--- config.mk ---
export PLATFORM = sky130hd
export DESIGN_NAME = bmhq_ctrl
export DESIGN_NICKNAME = d
export VERILOG_FILES = /design/src/rtl/bmhq_pkg.sv /design/src/rtl/bmhq_ctrl.sv
export SDC_FILE = /design/constraint.sdc
export NUM_CORES = 1
export LEC_CHECK = 0
export ABC_AREA = 1
export BUFFER_PORTS_ARGS = -buffer_cell sky130_fd_sc_hd__buf_2
export CAP_MARGIN = 10
export CORE_MARGIN = 3
export CORE_UTILIZATION = 30
export CTS_CLUSTER_SIZE = 40
export DETAILED_ROUTE_END_ITERATION = 8
export SYNTH_ARGS = -nofsm -noshare
export SYNTH_HDL_FRONTEND = slang
export SYNTH_SLANG_ARGS = --single-unit
--- constraint.sdc ---
create_clock -name clk -period 1.3 [get_ports clk]
set_input_delay 0.065 -clock clk [delete_from_list [all_inputs] [get_ports clk]]
set_output_delay 0.065 -clock clk [all_outputs]
set_load 0.1 [all_outputs]
--- src/rtl/bmhq_pkg.sv ---
// Package for the binary min-heap priority queue.
// Request/result types, opcode and status codes, and controller command types.
// No dependencies.
package bmhq_pkg;

  localparam int CAPACITY_DEF   = 1024;
  localparam int DATA_WIDTH_DEF = 32;

  // opcodes
  localparam logic OP_INSERT  = 1'b0;
  localparam logic OP_EXTRACT = 1'b1;

  // result status codes
  localparam logic [1:0] ST_INSERTED  = 2'd0;
  localparam logic [1:0] ST_EXTRACTED = 2'd1;
  localparam logic [1:0] ST_EMPTY     = 2'd2;
  localparam logic [1:0] ST_FULL      = 2'd3;

  // read address selects
  localparam logic [2:0] RD_ROOT   = 3'd0;
  localparam logic [2:0] RD_PARENT = 3'd1;
  localparam logic [2:0] RD_LAST   = 3'd2;
  localparam logic [2:0] RD_LEFT   = 3'd3;
  localparam logic [2:0] RD_RIGHT  = 3'd4;

  // write data selects (address is always the hole position)
  localparam logic [1:0] WR_HELD   = 2'd0;
  localparam logic [1:0] WR_PARENT = 2'd1;
  localparam logic [1:0] WR_CHILD  = 2'd2;

  typedef struct packed {
    logic               opcode;
    logic signed [31:0] value;
  } bmhq_req_t;

  typedef struct packed {
    logic [1:0]         status;
    logic signed [31:0] min_value;
    logic [10:0]        entry_count;
  } bmhq_res_t;

  // controller -> datapath
  typedef struct packed {
    logic       load_req;
    logic       ins_start;  // count++, hole at new last position, hold input value
    logic       lat_min;    // capture root as the extracted minimum
    logic       ex_start;   // count--, hole at root, hold last entry
    logic       lat_left;   // capture left child
    logic       rd_en;
    logic [2:0] rd_sel;
    logic       wr_en;
    logic [1:0] wr_sel;
    logic       pos_up;
    logic       pos_dn;
    logic       finish;
    logic [1:0] fin_status;
  } bmhq_cmd_t;

  // datapath -> controller
  typedef struct packed {
    logic op_extract;
    logic full;
    logic empty;
    logic at_root;
    logic up_swap;
    logic no_left;
    logic has_right;
    logic dn_swap;
  } bmhq_stat_t;

endpackage

--- src/rtl/bmhq_ctrl.sv ---
// Controller of the min-heap queue: sequences sift-up and sift-down steps.
// Depends on bmhq_pkg; commands bmhq_dpath.
module bmhq_ctrl import bmhq_pkg::*; (
  input  logic       clk,
  input  logic       rst_n,
  input  logic       start,
  output logic       busy,
  input  bmhq_stat_t stat,
  output bmhq_cmd_t  cmd,
  output logic       out_valid
);

  localparam logic [3:0] S_IDLE   = 4'd0;
  localparam logic [3:0] S_DECIDE = 4'd1;
  localparam logic [3:0] S_UP_CHK = 4'd2;
  localparam logic [3:0] S_UP_CMP = 4'd3;
  localparam logic [3:0] S_EX_LST = 4'd4;
  localparam logic [3:0] S_EX_HLD = 4'd5;
  localparam logic [3:0] S_DN_CHK = 4'd6;
  localparam logic [3:0] S_DN_RDR = 4'd7;
  localparam logic [3:0] S_DN_CMP = 4'd8;

  logic [3:0] state_r, state_nxt;
  logic       valid_r;

  assign busy = (state_r != S_IDLE);

  always_comb begin
    cmd       = '0;
    state_nxt = state_r;
    unique case (state_r)
      S_IDLE: begin
        if (start) begin
          cmd.load_req = 1'b1;
          state_nxt    = S_DECIDE;
        end
      end
      S_DECIDE: begin
        if (stat.op_extract) begin
          if (stat.empty) begin
            cmd.finish     = 1'b1;
            cmd.fin_status = ST_EMPTY;
            state_nxt      = S_IDLE;
          end else begin
            cmd.rd_en  = 1'b1;
            cmd.rd_sel = RD_ROOT;
            state_nxt  = S_EX_LST;
          end
        end else if (stat.full) begin
          cmd.finish     = 1'b1;
          cmd.fin_status = ST_FULL;
          state_nxt      = S_IDLE;
        end else begin
          cmd.ins_start = 1'b1;
          state_nxt     = S_UP_CHK;
        end
      end
      S_UP_CHK: begin
        if (stat.at_root) begin
          cmd.wr_en      = 1'b1;
          cmd.wr_sel     = WR_HELD;
          cmd.finish     = 1'b1;
          cmd.fin_status = ST_INSERTED;
          state_nxt      = S_IDLE;
        end else begin
          cmd.rd_en  = 1'b1;
          cmd.rd_sel = RD_PARENT;
          state_nxt  = S_UP_CMP;
        end
      end
      S_UP_CMP: begin
        cmd.wr_en = 1'b1;
        if (stat.up_swap) begin
          cmd.wr_sel = WR_PARENT;
          cmd.pos_up = 1'b1;
          state_nxt  = S_UP_CHK;
        end else begin
          cmd.wr_sel     = WR_HELD;
          cmd.finish     = 1'b1;
          cmd.fin_status = ST_INSERTED;
          state_nxt      = S_IDLE;
        end
      end
      S_EX_LST: begin
        cmd.lat_min = 1'b1;
        cmd.rd_en   = 1'b1;
        cmd.rd_sel  = RD_LAST;
        state_nxt   = S_EX_HLD;
      end
      S_EX_HLD: begin
        cmd.ex_start = 1'b1;
        state_nxt    = S_DN_CHK;
      end
      S_DN_CHK: begin
        if (stat.no_left) begin
          cmd.wr_en      = 1'b1;
          cmd.wr_sel     = WR_HELD;
          cmd.finish     = 1'b1;
          cmd.fin_status = ST_EXTRACTED;
          state_nxt      = S_IDLE;
        end else begin
          cmd.rd_en  = 1'b1;
          cmd.rd_sel = RD_LEFT;
          state_nxt  = S_DN_RDR;
        end
      end
      S_DN_RDR: begin
        cmd.lat_left = 1'b1;
        cmd.rd_en    = stat.has_right;
        cmd.rd_sel   = RD_RIGHT;
        state_nxt    = S_DN_CMP;
      end
      S_DN_CMP: begin
        cmd.wr_en = 1'b1;
        if (stat.dn_swap) begin
          cmd.wr_sel = WR_CHILD;
          cmd.pos_dn = 1'b1;
          state_nxt  = S_DN_CHK;
        end else begin
          cmd.wr_sel     = WR_HELD;
          cmd.finish     = 1'b1;
          cmd.fin_status = ST_EXTRACTED;
          state_nxt      = S_IDLE;
        end
      end
      default: begin
        state_nxt = S_IDLE;
      end
    endcase
  end

  always_ff @(posedge clk) begin
    if (!rst_n) begin
      state_r <= S_IDLE;
      valid_r <= 1'b0;
    end else begin
      state_r <= state_nxt;
      valid_r <= cmd.finish;
    end
  end

  assign out_valid = valid_r;

endmodule

==> results.sh <==
export IMPL_core_mm2=0.00142
export IMPL_fmax_mhz=622
export IMPL_cp_end_kind="output pin"
export IMPL_slowest_delay_ns=0.37
export IMPL_period_share_pct=124
export IMPL_p_per_area_mw_per_mm2=807
export IMPL_die_w_um=46.4
export IMPL_maxCapViolCount=0
export IMPL_antenna_left=0
export IMPL_crit_path_frequent_cell="nor2_4"
export IMPL_crit_required_ns=1.24
export IMPL_root_buffer="clkbuf_4"
export IMPL_crit_fanout=8
export IMPL_io_buffers=29
export IMPL_period_needed_ns=1.61
export IMPL_remaining_drc_errors=0
export IMPL_place_area_mm2=0.00112
export IMPL_crit_family="simple AND/OR/NAND/NOR gates"
export IMPL_fin_nets=153
export IMPL_rsz0062_at_grt="yes"
export IMPL_antenna_cells=0
export IMPL_seq_area_frac_synth_pct=20.4
export IMPL_final_util_pct=93.5
export IMPL_p_leak_nw=0.630
export IMPL_vias_per_cell=5.32
export IMPL_grt_total_usage_pct=23.9
export IMPL_maxSlewHeadroom_pct=67.7
export IMPL_num_vias=830
export IMPL_r2r_end="state_r[1]$_SDFFE_PN0P_"
export IMPL_synth_area_um2=490
export IMPL_row_count=13
export IMPL_synthCells=89
export IMPL_syn_mean_instance_area_um2=5.51
export IMPL_antenna_found_initial=0
export IMPL_power_w=0.00107
export IMPL_synth_cell_types=16
export IMPL_area_growth_pct=170
export IMPL_ios=30
export IMPL_hold_end="state_r[0]$_SDFFE_PN0P_"
export IMPL_ys_seq_elements=5
export IMPL_clk_latency_ns=0.25
export IMPL_path_class="flip-flop to output pin"
export IMPL_wl_um=2830
export IMPL_design_area_mm2=0.00132
export IMPL_dp_hpwl_um=1590
export IMPL_wl_per_cell_um=18.2
export IMPL_gp_congestion=0.843
export IMPL_cts_sinks=5
export IMPL_worst_pin_slew_ns=0.487
export IMPL_synth_warnings=0
export IMPL_setup_viol=19
export IMPL_drtPass1Iterations=4
export IMPL_grt_pass1_vias=814
export IMPL_cts_hold_buf=0
export IMPL_whs_path_depth=5
export IMPL_worstRegToRegCells=7
export IMPL_grt_max_degree=9
export IMPL_syn_nets=100
export IMPL_rrSetupSlack_ns=-0.10
export IMPL_path_buf_inv=1
export IMPL_hp_class="input port to flip-flop"
export IMPL_cp_cell_sequence="nor2_4 -> nand3_1 -> nand2_1 -> nor2_4 -> nand2_8 -> buf_12"
export IMPL_final_hold_viol_count=0
export IMPL_r2r_start="state_r[2]$_SDFFE_PN0P_"
export IMPL_drv_slew=0
export IMPL_cts_tree="yes"
export IMPL_htreeDepth=1
export IMPL_setup_slack_ns=-0.307
export IMPL_die_area_mm2=0.00216
export IMPL_crit_arrival_ns=1.54
export IMPL_drive_gt1_share_pct=70.9
export IMPL_die_y_um=46.4
export IMPL_drt_iter0_drc=30
export IMPL_cts_path_max_buffers=2
export IMPL_violations="negative setup slack"
export IMPL_holdWs_ns=0.135
export IMPL_cts_buffers=3
export IMPL_ir_drop_uv=776
export IMPL_nFillCells=50
export IMPL_status="complete, but fails checks"
export IMPL_grt_overflow=0
export IMPL_critPathSlowestCell="dfxtp_4"
export IMPL_grt_first_pass_wirelength_um=3640
export IMPL_min_from="rst_n"
export IMPL_clkSlewWorstSetupHoldPaths_ns=0.05
export IMPL_initial_core_util_pct=34.7
export IMPL_skew_ns=0.00824
export IMPL_start_kind="flip-flop"
## report_power, final
| part | switching [W] | internal (W) |
|---|---|---|
| clock network | 0.0000762 | 0.000117 |
| logic | 0.000456 | 0.000239 |
| registers | 0.0000193 | 0.000162 |
| total | 0.000551 | 0.000518 |
## layout by cell type, fill, tap and decap left out, drive strengths merged
cell type,instances
buf,48
nand2,21
inv,21
nor2,18
nand3,11
clkinvlp,6
dfxtp,5
clkbuf,4
nand4,2
a21oi,2
o31ai,1
o2111ai,1
nor3,1
## flip-flops by register name, indices dropped and copies added, names as in the netlist
register,cells
out_valid,1
state_r,4
## through the flow
step / cells / setup WS, ns / TNS [ns]
2_1_floorplan: 89 / -0.714 / -2.61
3_3_place_gp: 143 / -0.00410 / -0.00666
3_5_place_dp: 143 / -0.0641 / -0.126
4_1_cts: 153 / -0.200 / -2.66
5_1_grt: 156 / -0.373 / -4.62
6_report: 156 / -0.307 / -3.65
## timing repair
| item | in CTS | in global routing |
|---|---|---|
| pin swaps | 10 | 3 |
| resized for setup | 15 | 16 |
| buffers inserted | 6 | 3 |
| hold endpoints to repair | 0 | 0 |
| setup endpoints to repair | 19 | 20 |
| gates cloned | 0 | 0 |
## area by class of cell
cell class	count	area (um^2)	area share, %
multi-input cells	57	454	34.3
inverters	27	131	9.92
flip-flops and latches	5	113	8.51
repair buffers	48	581	43.9
clock buffers	4	26.3	1.98
well taps	15	18.8	1.42
## cells in the mapped netlist
cell,instances,area (um^2)
nand2_1,20,75.1
inv_1,24,90.1
a21oi_2,1,8.76
nand3_2,2,20.0
nor3_1,1,5.00
a21oi_1,1,5.00
nor2_1,11,41.3
inv_2,3,11.3
nand2_2,1,6.26
dfxtp_1,5,100
o31ai_1,1,7.51
nor2_4,2,22.5
o2111ai_1,1,8.76
nand4_1,2,12.5
nand3_1,9,45.0
nor2_2,5,31.3
## worst min-delay path, delay by kind of cell
kind                   cells  cell delay (ns)
AND/OR/NAND/NOR            3             0.14
buffers and inverters      2             0.13
## per-layer routing
layer | wire length (um) | vias to the layer above | GRT usage [%]
met2 | 1510 | 45 | 46.7
met1 | 996 | 398 | 22.4
met5 | 0 | - | 0
met4 | 150 | 0 | 9.09
li1 | - | 372 | -
met3 | 172 | 15 | 7.42
## worst max-delay path by stage
stage                                  from      end  depth (start not counted)
floorplan           state_r[2]$_SDFFE_PN0P_  cmd[11]                          6
global placement    state_r[1]$_SDFFE_PN0P_  cmd[11]                          7
detailed placement  state_r[1]$_SDFFE_PN0P_   cmd[0]                          7
CTS                 state_r[1]$_SDFFE_PN0P_  cmd[11]                          5
global route        state_r[2]$_SDFFE_PN0P_   cmd[2]                          6
finish              state_r[2]$_SDFFE_PN0P_   cmd[2]                          6
## kinds of logic (layout without fill, tap and decap cells)
kind of cell	after synthesis	after routing	share of synthesized area [%]
buf+inv	27	79	20.7
simple gates	53	53	52.8
compound gates	4	4	6.12
flops	5	5	20.4
Power figures use the tool's default switching activity.
